<file path="src/rtl/core/rsv_pkg.sv">
// Shared types and constants for the running sample variance block.
package rsv_pkg;

  localparam int SUM_W   = 48;
  localparam int SQ_W    = 64;
  localparam int PSQ_W   = 62;
  localparam int PCNT_W  = 32;
  localparam int VAR_W   = 48;
  localparam int OCNT_W  = 32;
  localparam int OPND_W  = 32;
  localparam int DEN_W   = 64;
  localparam int PROD_W  = 96;
  localparam int MAC_W   = 98;

  typedef enum logic [1:0] {
    CMD_ADD   = 2'd0,
    CMD_MERGE = 2'd1,
    CMD_EMIT  = 2'd2,
    CMD_CLEAR = 2'd3
  } cmd_t;

  typedef enum logic [1:0] {
    MAC_LOAD = 2'd0,
    MAC_ADD  = 2'd1,
    MAC_SUB  = 2'd2
  } mac_op_t;

  typedef enum logic [1:0] {
    SH_0  = 2'd0,
    SH_32 = 2'd1,
    SH_64 = 2'd2
  } mac_sh_t;

  typedef enum logic [2:0] {
    MS_N_LO = 3'd0,
    MS_N_HI = 3'd1,
    MS_A00  = 3'd2,
    MS_A01  = 3'd3,
    MS_A10  = 3'd4,
    MS_A11  = 3'd5
  } mul_step_t;

  typedef struct packed {
    logic              en;
    mac_op_t           op;
    mac_sh_t           sh;
    logic [OPND_W-1:0] a;
    logic [OPND_W-1:0] b;
  } mac_ctl_t;

  typedef struct packed {
    logic busy;
    logic done;
  } div_stat_t;

endpackage

</file>
<file path="src/rtl/core/rsv_mac.sv">
// Shared 32x32 multiply-accumulate unit with a signed wide accumulator.
module rsv_mac (
  input  logic                    clk,
  input  rsv_pkg::mac_ctl_t       ctl,
  output logic [rsv_pkg::MAC_W-1:0] acc
);
  import rsv_pkg::*;

  logic [2*OPND_W-1:0] prod;
  logic [MAC_W-1:0]    term;
  logic [MAC_W-1:0]    acc_r;
  logic [MAC_W-1:0]    acc_nxt;

  assign prod = ctl.a * ctl.b;

  always_comb begin
    case (ctl.sh)
      SH_0:    term = MAC_W'(prod);
      SH_32:   term = MAC_W'({prod, 32'd0});
      SH_64:   term = MAC_W'({prod, 64'd0});
      default: term = '0;
    endcase
  end

  always_comb begin
    case (ctl.op)
      MAC_LOAD: acc_nxt = term;
      MAC_ADD:  acc_nxt = acc_r + term;
      MAC_SUB:  acc_nxt = acc_r - term;
      default:  acc_nxt = acc_r;
    endcase
  end

  always_ff @(posedge clk) begin
    if (ctl.en) begin
      acc_r <= acc_nxt;
    end
  end

  assign acc = acc_r;

endmodule

</file>
<file path="config.mk">
export PLATFORM = sky130hd
export DESIGN_NAME = rsv_mac
export DESIGN_NICKNAME = d
export VERILOG_FILES = /design/src/rtl/core/rsv_pkg.sv /design/src/rtl/core/rsv_mac.sv
export SDC_FILE = /design/constraint.sdc
export NUM_CORES = 2
export LEC_CHECK = 0
export BUFFER_PORTS_ARGS = -buffer_cell sky130_fd_sc_hd__buf_4
export CAP_MARGIN = 15
export CORE_UTILIZATION = 45
export DETAILED_ROUTE_END_ITERATION = 8
export GPL_TIMING_DRIVEN = 0
export SLEW_MARGIN = 20
export SYNTH_ARGS = -nofsm -noshare
export SYNTH_HDL_FRONTEND = slang
export SYNTH_SLANG_ARGS = --single-unit
</file>
<file path="constraint.sdc">
create_clock -name clk -period 20.2 [get_ports clk]
set_input_delay 2.02 -clock clk [delete_from_list [all_inputs] [get_ports clk]]
set_output_delay 2.02 -clock clk [all_outputs]
set_load 0.02 [all_outputs]
</file>
; After elaboration in Yosys (flattened, before gate mapping)
; Index checks and enable logic that the tools add are counted.
[word_totals]
ff_bits = 98
input_bits = 70
out_inout_bits = 98
elab_cells = 14
[op_classes]
n_eq_ne = 4
mux = 2
n_reduce_logical = 4
n_addsub = 2
n_mul = 1
[op_table]
columns = operator, n
row1 = $pmux 98 s3, 2
row2 = $add 98x98->98, 1
row3 = $sub 98x98->98, 1
row4 = $mul 32x32->64, 1
row5 = $eq 2x1->1 const B, 2
row6 = $eq 2x2->1 const B, 2
row7 = $logic_not 2->1, 2
row8 = $reduce_bool 3->1, 1
row9 = $reduce_and 2->1, 1

; Depth between registers and ports, before layout
[depth]
ltp_word = 4
ltp_mapped = 52
depth_no_buf = 47

; Least setup slack after synthesis
; Ideal clock, no wire load.
[synth_path]
kind = input to register
start = input port ctl[6] in the netlist's numbering
end = register acc_r[97] (netlist: acc[97]), data pin
path_buffers = 5
setup_slack_ns = 6.563
arrival_ns = 13.446
path_stages = 45
setup_time_ns = 0.190
required_ns = 20.010
path_cell_list = clkbuf_1 and2_1 fa_1 fa_1 fa_1 inv_1 fa_1 inv_1 fa_1 inv_1 fa_1 inv_1 fa_1 fa_1 ha_1 clkbuf_1 o21ai_0 o21bai_1 [9 not listed] a41oi_1 xor2_1 ha_1 clkbuf_1 nand4_1 nor4_1 nand2_1 inv_1 o311ai_0 o2111ai_1 nand2_1 or4_1 a21oi_1 clkbuf_1 nor4b_1 o22ai_1 o211ai_1 a2111oi_2
[synth_via]
elab_chain_cells = 4
elab_cells_between_ends = 5
classes_between = add/sub: 2 / mul: 1 / mux: 2
[synth_lines]
columns = element, line_no
row1 = start: declaration, rsv_mac.sv:4  ; input rsv_pkg::mac_ctl_t ctl,
row2 = $mul 32x32->64 *, rsv_mac.sv:14  ; assign prod = ctl.a * ctl.b;
row3 = $pmux 98 s3 *, rsv_mac.sv:17  ; case (ctl.sh)
row4 = $sub 98x98->98 or $add 98x98->98 (tied branches), "rsv_mac.sv:29, rsv_mac.sv:28"
row5 = $pmux 98 s3 *, rsv_mac.sv:26  ; case (ctl.op)
row6 = net acc_nxt[97], rsv_mac.sv:12  ; logic [MAC_W-1:0] acc_nxt;
row7 = end signal: assignment, rsv_mac.sv:36  ; acc_r <= acc_nxt;
row8 = end: declaration, rsv_mac.sv:11  ; logic [MAC_W-1:0] acc_r;
; Mark *: on every way through the listed nets, which the timed path passes. The rest lies on a longest branch.
; A chain may end at the register's enable or synchronous reset.

; Final worst setup path
[layout_path]
start = input port ctl[53] in the netlist's numbering
end = register acc_r[97] (netlist: acc[97]), data pin
; Same word-level chain as after synthesis.

==> impl_metrics.csv <==
group,metric,value,unit
outcome,status,"complete, no violations",
worst_setup_path,r2r_start,"acc[34]$_DFFE_PP_",
final_layout,post-route-util,49.0,%
clock_tree,cts_setup_buffers,0,
floorplanning,die_w,327,um
yosys,synth_edf_count,98,
floorplanning,die_area,107000,um2
timing,finalSetupViolations,0,
route,post_drt_wl_per_cell,27.6,um
timing,tightest_slew,1.30,ns
global_routing,grt_max_degree,27,
worst_setup_path,crit_family,"adder cells",
floorplanning,io_pins,168,
clock_tree,cts_resized,0,
worst_setup_path,crit_type,"in -> reg",
timing,finalHoldViolCount,0,
worst_setup_path,cp-end-kind,"register",
worst_setup_path,cp.depth,44,
final_layout,area_growth_syn_to_layout,7.27,%
clock_tree,cts_tree,"yes",
yosys,synth_nets,6975,
final_layout,fill_cells,10400,
timing,fin_crit_sh,89.8,%
clock_tree,clock-sinks,98,
yosys,synth_area_leaders,"fa_1, ha_1, and2_1",
timing,finClkSkew,0.0224,ns
worst_setup_path,crit_path_start,"ctl[53]",
timing,finalMaxSlewViolations,0,
global_routing,grt_pass1_vias,42900,
worst_setup_path,reg2reg_slack,14.22,ns
worst_setup_path,max_stage_delay,0.89,ns
worst_setup_path,critPathSlowestCell,"clkbuf_1",
yosys,ys_dominant_reg_cell,"edfxtp_1",
hold_path,hp-class,"reg -> reg",
yosys,yosysTopAreaCell,"fa_1",
worst_setup_path,timing.rr.end,"acc[97]$_DFFE_PP_",
clock_tree,hold_buffers,0,
clock_tree,clk_pin_slew_worst_paths,0.10,ns
worst_setup_path,cp.required,20.40,ns
timing,min_period,18.15,ns
timing,fmax,55.1,MHz
route,drtIter0Drc,3503,
worst_setup_path,crit_top_cell,"fa_1",
yosys,ys_warn_count,0,
route,firstDrtPassIters,5,
yosys,synthMostInstantiatedCell,"inv_1",
yosys,async_flop_share,0,%
worst_setup_path,worstSetupStartpointType,"input pin",
route,ant_nets,0,
global_routing,grt-ovfl-total,0,
floorplanning,core,104000,um2
placement,port_buffers,164,
worst_setup_path,path_buf_inv,9,
timing,fin_setup_tns,0,ns
clock_tree,cts_buffers,9,
clock_tree,cts.htree.levels,3,
yosys,synth_common_cells,"inv_1, fa_1, nand2_1, and2_1, ha_1",
placement,place.gp.congestion,1.04,
placement,place_hpwl,168,mm
global_routing,grt_util_all_layers,37.7,%
yosys,synth_seq_area_share,6.18,%
clock_tree,clock_path_buffers,2,
floorplanning,rows,118,
clock_tree,cts_root_buf,"clkbuf_16",
yosys,synth-seq-cells,98,
timing,rsz0062_at_grt,"no",
yosys,avgSynthCellArea,8.44,um2
clock_tree,clock_latency,0.41,ns
timing,slew_headroom,12.8,%
global_routing,grt_antenna_before_repair,17,
hold_path,holdPathStages,3,
floorplanning,start_util,45.7,%
route,vias_per_cell,5.85,
route,drc_errors,0,
worst_setup_path,critical_path_arrival,18.35,ns
floorplanning,dieHeight,327,um
global_routing,grt_first_pass_wirelength,294,mm
worst_setup_path,r2r_cells,16,
route,vias,42200,
yosys,synth_cell_types,92,
route,wl,199,mm
final_layout,nets,7157,
yosys,netlist_area,47600,um2
worst_setup_path,crit_end,"acc[97]$_DFFE_PP_",
yosys,synth_top_area_share,37.7,%
yosys,syn_inst,5645,
worst_setup_path,crit_fanout,11,
final_layout,drive_above_1_share,4.41,%
flow_run,maxCapViolations,0,
final_layout,largest_reg_flops,98,
[worst min-delay path by stage]
stage	start	to	slack (ns)
after floorplan	acc[0]$_DFFE_PP_	acc[0]$_DFFE_PP_	0.92
after global routing	acc[0]$_DFFE_PP_	acc[0]$_DFFE_PP_	0.92
after CTS	acc[0]$_DFFE_PP_	acc[0]$_DFFE_PP_	0.88
final	acc[0]$_DFFE_PP_	acc[0]$_DFFE_PP_	0.86
after detailed placement	acc[0]$_DFFE_PP_	acc[0]$_DFFE_PP_	0.87
after global placement	acc[0]$_DFFE_PP_	acc[0]$_DFFE_PP_	0.86
[layout by cell type, fill, tap and decap left out, types with 98 or more instances in the layout]
master / n
and2_1: 607
inv_1: 903
edfxtp_1: 98
clkbuf_1: 305
nand2_1: 707
a21o_1: 105
nor2_1: 222
buf_4: 166
xnor2_1: 134
a21oi_1: 302
fa_1: 897
o21ai_0: 185
ha_1: 363
[area by class of cell]
cell class                 count  area (um2)  area share [%]
antenna                       12        30.0          0.0588
clock buffer                   9         225           0.441
multi-input combinational   4299       40000            78.3
buffer                       343        1320            2.58
clock inverter                 7        83.8           0.164
inverter                     905        3400            6.65
sequential                    98        2940            5.76
timing repair buffer         171        1350            2.63
tap                         1380        1730            3.38
[worst register-to-register path, delay by kind of cell (launching register included)]
kind            cells  cell delay (ns)
compound gates      8             3.02
fa+ha+maj           1             0.31
buf+inv             2             0.75
flops               1             0.47
simple gates        5             1.23
[kinds of logic (layout without fill, tap and decap cells)]
logic type | Yosys count | count (layout) | share of synthesized area [%]
compound gates | 937 | 937 | 12.5
xor+xnor | 227 | 227 | 4.17
fa+ha+maj | 1260 | 1260 | 47.2
buf+inv | 1248 | 1435 | 9.87
flops | 98 | 98 | 6.18
mux | 23 | 23 | 0.502
other cells | 0 | 12 | 0
simple gates | 1852 | 1852 | 19.5
[per-layer routing]
| layer | global-route usage [%] | share of wire (%) |
|---|---|---|
| met4 | 20.3 | 6.6 |
| met1 | 47.8 | 39 |
| met3 | 6.87 | 8.0 |
| met5 | 0 | 0.057 |
| met2 | 61.1 | 46 |
[through the flow]
stage / setup WS, ns / area, um2 / std cells / hold WS, ns
finish: 2.05 / 51100 / 7224 / 0.862
detailed placement: 2.34 / 50700 / 7194 / 0.869
CTS: 2.67 / 51000 / 7210 / 0.884
floorplan: 6.56 / 47600 / 5645 / 0.917
global placement: 2.12 / 50600 / 7189 / 0.862
global route: 1.65 / 51100 / 7214 / 0.922
Power is not shown: default switching activity piles up to over one toggle a cycle in this logic, so the estimate is an artifact.
