File: src/rtl/core/rsv_pkg.sv
// Shared types and constants for the running sample variance block.
package rsv_pkg;

  localparam int SUM_W   = 48;
  localparam int SQ_W    = 64;
  localparam int PSQ_W   = 62;
  localparam int PCNT_W  = 32;
  localparam int VAR_W   = 48;
  localparam int OCNT_W  = 32;
  localparam int OPND_W  = 32;
  localparam int DEN_W   = 64;
  localparam int PROD_W  = 96;
  localparam int MAC_W   = 98;

  typedef enum logic [1:0] {
    CMD_ADD   = 2'd0,
    CMD_MERGE = 2'd1,
    CMD_EMIT  = 2'd2,
    CMD_CLEAR = 2'd3
  } cmd_t;

  typedef enum logic [1:0] {
    MAC_LOAD = 2'd0,
    MAC_ADD  = 2'd1,
    MAC_SUB  = 2'd2
  } mac_op_t;

  typedef enum logic [1:0] {
    SH_0  = 2'd0,
    SH_32 = 2'd1,
    SH_64 = 2'd2
  } mac_sh_t;

  typedef enum logic [2:0] {
    MS_N_LO = 3'd0,
    MS_N_HI = 3'd1,
    MS_A00  = 3'd2,
    MS_A01  = 3'd3,
    MS_A10  = 3'd4,
    MS_A11  = 3'd5
  } mul_step_t;

  typedef struct packed {
    logic              en;
    mac_op_t           op;
    mac_sh_t           sh;
    logic [OPND_W-1:0] a;
    logic [OPND_W-1:0] b;
  } mac_ctl_t;

  typedef struct packed {
    logic busy;
    logic done;
  } div_stat_t;

endpackage

File: src/rtl/core/rsv_div.sv
// Restoring divider, one quotient bit per cycle, quotient saturated to 48 bits.
module rsv_div #(
  parameter int NUM_W = 112
) (
  input  logic                      clk,
  input  logic                      rst_n,
  input  logic                      start,
  input  logic [NUM_W-1:0]          num,
  input  logic [rsv_pkg::DEN_W-1:0] den,
  output rsv_pkg::div_stat_t        stat,
  output logic [rsv_pkg::VAR_W-1:0] q
);
  import rsv_pkg::*;

  localparam int CNT_W = $clog2(NUM_W + 1);

  logic [NUM_W-1:0] num_r;
  logic [DEN_W-1:0] den_r;
  logic [DEN_W-1:0] rem_r;
  logic [VAR_W-1:0] q_r;
  logic             sat_r;
  logic [CNT_W-1:0] cnt_r;
  logic             busy_r;
  logic             done_r;

  logic [DEN_W:0]   rem_sh;
  logic             ge;
  logic [DEN_W:0]   rem_sub;

  assign rem_sh  = {rem_r, num_r[NUM_W-1]};
  assign ge      = rem_sh >= {1'b0, den_r};
  assign rem_sub = rem_sh - {1'b0, den_r};

  always_ff @(posedge clk) begin
    if (!rst_n) begin
      busy_r <= 1'b0;
      done_r <= 1'b0;
      cnt_r  <= '0;
    end else begin
      done_r <= 1'b0;
      if (start) begin
        busy_r <= 1'b1;
        cnt_r  <= CNT_W'(NUM_W);
      end else if (busy_r) begin
        cnt_r <= cnt_r - 1'b1;
        if (cnt_r == CNT_W'(1)) begin
          busy_r <= 1'b0;
          done_r <= 1'b1;
        end
      end
    end
  end

  always_ff @(posedge clk) begin
    if (start) begin
      num_r <= num;
      den_r <= den;
      rem_r <= '0;
      q_r   <= '0;
      sat_r <= 1'b0;
    end else if (busy_r) begin
      num_r <= num_r << 1;
      rem_r <= ge ? rem_sub[DEN_W-1:0] : rem_sh[DEN_W-1:0];
      q_r   <= {q_r[VAR_W-2:0], ge};
      sat_r <= sat_r | q_r[VAR_W-1];
    end
  end

  assign stat.busy = busy_r;
  assign stat.done = done_r;
  assign q         = sat_r ? '1 : q_r;

endmodule

File: config.mk
export PLATFORM = sky130hd
export DESIGN_NAME = rsv_div
export DESIGN_NICKNAME = d
export VERILOG_FILES = /design/src/rtl/core/rsv_pkg.sv /design/src/rtl/core/rsv_div.sv
export SDC_FILE = /design/constraint.sdc
export NUM_CORES = 1
export LEC_CHECK = 0
export BUFFER_PORTS_ARGS = -buffer_cell sky130_fd_sc_hd__buf_2
export CAP_MARGIN = 20
export CORE_MARGIN = 4
export CORE_UTILIZATION = 53
export CTS_CLUSTER_DIAMETER = 40
export DETAILED_ROUTE_END_ITERATION = 12
export PLACE_DENSITY = 0.78
export SLEW_MARGIN = 15
export SYNTH_ARGS = -nofsm -noshare
export SYNTH_HDL_FRONTEND = slang
export SYNTH_SLANG_ARGS = --single-unit
File: constraint.sdc
create_clock -name clk -period 3.3 [get_ports clk]
set_input_delay 0.495 -clock clk [delete_from_list [all_inputs] [get_ports clk]]
set_output_delay 0.495 -clock clk [all_outputs]
set_load 0.01 [all_outputs]
**Word-level counts from Yosys, hierarchy flattened**

Index checks and enable logic that the tools add are counted.

- Reduce and logical (&&, ||, !) cells: 3
- Bitwise logic cells: 3
- Add/sub/neg operators: 2
- $lt $le $gt $ge: 1
- Mux-type cells: 10
- Equality and inequality tests: 1

Operator list:

| operator | count |
|---|---|
| two-way mux 112 bit | 2 |
| greater-or-equal comparator 65 x 64 -> 1 bit | 1 |
| two-way mux 64 bit | 1 |
| subtractor 64 bit | 1 |
| two-way mux 48 bit | 1 |
| two-way mux 7 bit | 2 |
| equality test 7 x 1 -> 1 bit (second input constant) | 1 |
| subtractor 7 x 1 -> 7 bit (second input constant) | 1 |
| two-way mux 1 bit | 4 |
| OR reduction 3 bit | 1 |
| inverter 1 bit | 2 |
| nonzero test 2 bit | 1 |
| OR reduction 2 bit | 1 |
| bitwise OR 1 bit | 1 |

- Word-level logic and storage cells: 29
- Register bits: 298
- Input port bits: 179
- Output and inout port bits: 50

**Longest topological paths before layout**

- Depth after elaboration: 4
- Mapped depth: 15
- Mapped depth without buffers: 13

**Worst setup path before layout**

No wires, ideal clock.

- Kind: flip-flop to flip-flop
- From: register busy_r
- To: register num_r[0], enable pin
- Required time: 2.835 ns
- Cell stages (with the launch flop): 5
- Arrival time: 3.161 ns
- Period minus slack after synthesis: 3.626 ns
- Path buffers: 2
- Library setup time: 0.465 ns
- Slack: -0.326 ns
- Cell sequence: dfxtp_1 clkbuf_1 clkbuf_1 nor2_1 inv_1

- Word-level cells in the longest chain between the ends: 1

RTL lines:

| what | RTL line | source |
|---|---|---|
| from (decl) | rsv_div.sv:23 | `logic busy_r;` |
| from (signal assigned) | rsv_div.sv:36 | `busy_r <= 1'b0;` |
| from (signal assigned) | rsv_div.sv:42 | `busy_r <= 1'b1;` |
| from (signal assigned) | rsv_div.sv:47 | `busy_r <= 1'b0;` |
| nonzero test 2 bit (no line) | - |  |
| to (signal assigned) | rsv_div.sv:56 | `num_r <= num;` |
| to (signal assigned) | rsv_div.sv:62 | `num_r <= num_r << 1;` |
| to (decl) | rsv_div.sv:17 | `logic [NUM_W-1:0] num_r;` |

Every way passes these cells.
A chain may end at the register's enable or synchronous reset.

**Worst setup path in the final report**

- From: register den_r[48]
- To: register rem_r[59]

- Word-level cells in the longest chain between the ends: 2
- Elaborated cells on any way between the ends: 3
- Classes of those cells: add/sub (1); order compare (1); mux (1)

RTL lines:

| what | RTL line | source |
|---|---|---|
| from (decl) | rsv_div.sv:18 | `logic [DEN_W-1:0] den_r;` |
| from (signal assigned) | rsv_div.sv:57 | `den_r <= den;` |
| subtractor 64 bit or greater-or-equal comparator 65 x 64 -> 1 bit (tied branches) | rsv_div.sv:32, rsv_div.sv:31 |  |
| two-way mux 64 bit (*) | rsv_div.sv:63 | `rem_r <= ge ? rem_sub[DEN_W-1:0] : rem_sh[DEN_W-1:0];` |
| to (signal assigned) | rsv_div.sv:63 |  |
| to (decl) | rsv_div.sv:19 | `logic [DEN_W-1:0] rem_r;` |

Mark *: on every way between the ends. The rest lies on a longest branch, timed or not.

==> results.sh <==
export IMPL_hold_viol=0
export IMPL_initial_core_util_pct=54.0
export IMPL_fmax_mhz=307
export IMPL_grtUsageTotal_pct=23.2
export IMPL_fin_nets=2034
export IMPL_critPathKind="flip-flop to flip-flop"
export IMPL_drive_gt1_share_pct=34.2
export IMPL_power_density_nw_per_um2=581
export IMPL_drc=0
export IMPL_synth_edf_count=176
export IMPL_die_h_um=182
export IMPL_irDropWorstVdd_uv=519
export IMPL_synth_cells=1520
export IMPL_clock_tree_buffer_depth=3
export IMPL_rsz0062_at_grt="yes"
export IMPL_syn_cell_area_sq_um=16000
export IMPL_grt_pass1_wl_um=63800
export IMPL_seq_area_frac_synth_pct=48.2
export IMPL_crit_fanout=12
export IMPL_total_power_mw=11.6
export IMPL_fin_crit_ns=3.25
export IMPL_cp_arrival_ns=3.73
export IMPL_dr_pass1_iters=5
export IMPL_synthTopCellsByArea="edfxtp_1 (33%), dfxtp_1 (15%), mux2_2 (7.9%)"
export IMPL_area_growth_pct=24.2
export IMPL_max_slew_margin_pct=45.3
export IMPL_routed_wl_um=40300
export IMPL_nFillCells=2237
export IMPL_synth_cell_types=78
export IMPL_ys_ff_latch=298
export IMPL_cts_made_buffers=45
export IMPL_setup_tns_final_ns=0
export IMPL_grt_pass1_vias=12600
export IMPL_cts_root_buf="clkbuf_16"
export IMPL_insertion_delay_ns=0.54
export IMPL_place_ws_ns=-0.161
export IMPL_fp_dieW_um=182
export IMPL_layout_setup_ws_ns=0.0472
export IMPL_path_cells="inv_1, ha_2, a21oi_2, o21ai_2, a221o_1, nand4_1, o2111ai_2, a2111oi_4, buf_4, o31a_1, buf_4, clkbuf_16, and3_1, a21oi_1, a21oi_2"
export IMPL_wl_per_cell_um=18.2
export IMPL_fin_hold_ws_ns=0.124
export IMPL_run_status="complete, no violations"
export IMPL_worst_pin_slew_ns=0.821
export IMPL_vias_per_cell=5.69
export IMPL_async_flop_share_pct=0
export IMPL_hold_class="input port to flip-flop"
export IMPL_synth_top_area_share_pct=33.0
export IMPL_synth_net_count=1766
export IMPL_synthFlopType="edfxtp_1"
export IMPL_netlist_top_cells_count="edfxtp_1 (176), nor2_1 (154), dfxtp_1 (122), mux2_2 (112), a21oi_1 (101)"
export IMPL_slowest_delay_ns=0.37
export IMPL_clock_skew_ns=0.0159
export IMPL_fin_crit_sh_pct=98.6
export IMPL_cts_tree="done"
export IMPL_end_kind="flip-flop"
export IMPL_drtIter0Drc=809
export IMPL_synth_top_cell_by_area="edfxtp_1"
export IMPL_overflow=0
export IMPL_cap_violations=0
export IMPL_synth_avg_cell_area_sq_um=10.5
export IMPL_core_area_sq_um=29700
export IMPL_dieArea_sq_um=33100
export IMPL_ys_warnings_count=0
export IMPL_drv_slew=0
export IMPL_yosysMostFrequentCell="edfxtp_1"
export IMPL_grt_max_degree=127
export IMPL_final_setup_viol_count=0
export IMPL_cts_sinks=298
export IMPL_place_inst=2119
export IMPL_rows=63
export IMPL_startpoint_type="flip-flop"
export IMPL_power_leakage_nw=8.48
export IMPL_gp_congestion=0.955
export IMPL_dpl_hpwl_um=27600
export IMPL_vias=12600
export IMPL_antenna_found_initial=11
export IMPL_cts_max_level=2
export IMPL_drt_antenna_violating_nets=0
export IMPL_cts_hold_buf=0
export IMPL_clk_pin_slew_ns=0.06
export IMPL_io_buffers=228
export IMPL_ios=229
export IMPL_required_ns=3.77
export IMPL_fin_cells=2220
export IMPL_crit_slowest_cell="edfxtp_1"
==> path summary, 6_finish.rpt <==
| check | slack [ns] | cells past startpoint | endpoint | from |
|---|---|---|---|---|
| setup / recovery | 0.05 | 15 | rem_r[59] | den_r[48] |
| hold / removal | 0.12 | 1 | den_r[6] | den[6] |
| setup reg to reg | 0.05 | 15 | rem_r[59] | den_r[48] |
| hold reg to reg | 0.48 | 2 | rem_r[29] | rem_r[29] |
==> kinds of logic after synthesis <==
family                   synth area share [%]
AND/OR/NAND/NOR                          12.6
AO/OA/AOI/OAI                            14.1
flip-flops                               48.2
multiplexers                             12.6
buffers and inverters                    4.23
adder cells (fa/ha/maj)                  5.28
XOR/XNOR                                 3.00
==> critical path: cells and delay by family, from the launching register on <==
| family | cells | cell delay [ns] |
|---|---|---|
| compound gates | 8 | 1.60 |
| fa+ha+maj | 1 | 0.31 |
| buf+inv | 4 | 0.59 |
| flops | 1 | 0.37 |
| simple gates | 2 | 0.30 |
==> state kept, by name (all words and copies together) (netlist names) <==
signal and count:
num_r 112, den_r 64, rem_r 64, q_r 48, cnt_r 7, busy_r 1, done_r 1, sat_r 1
==> per-layer routing <==
layer	track usage [%]	vias to the layer above	wire (um)
met5	0	-	68
met4	7.24	12	1310
met3	6.67	113	3060
met2	39.1	410	19500
met1	28.9	5993	16400
li1	-	6103	-
==> per-stage QoR <==
step / util, % / area (sq um)
after global placement: 60.0 / 17800
after detailed placement: 60.0 / 17800
after CTS: 65.6 / 19500
after global routing: 67.0 / 19900
after floorplan: - / 16000
final: 67.0 / 19900
==> layout by cell type, fill, tap and decap left out, drive strengths merged, types with 59 or more instances in the layout <==
cell      n
buf     305
edfxtp  176
nor2    156
dfxtp   122
mux2    112
a21oi   105
inv      87
nand2    81
mux2i    76
ha       66
a211oi   59
==> power by group <==
part	internal (mW)	switching (mW)
logic	0.992	1.22
clock network	3.11	1.83
registers	4.28	0.138
total	8.38	3.19
==> cell type report <==
type / instances / area (sq um) / share of cell area, %
Antenna cell: 6 / 15.0 / 0.0754
Clock buffer: 51 / 1190 / 5.98
Clock inverter: 32 / 377 / 1.89
Inverter: 77 / 293 / 1.47
Multi-Input combinational cell: 1060 / 8000 / 40.2
Sequential cell: 298 / 7730 / 38.8
Tap cell: 390 / 488 / 2.45
Timing Repair Buffer: 306 / 1820 / 9.12
==> timing repair <==
action / CTS / global route
gates cloned: 0 / 1
hold endpoints to repair: 0 / 0
setup buffers: 4 / 8
gates resized for setup: 12 / 66
pin swaps: 3 / 24
setup endpoints to repair: 54 / 62
Note: power is estimated with default switching activity, not from simulation.
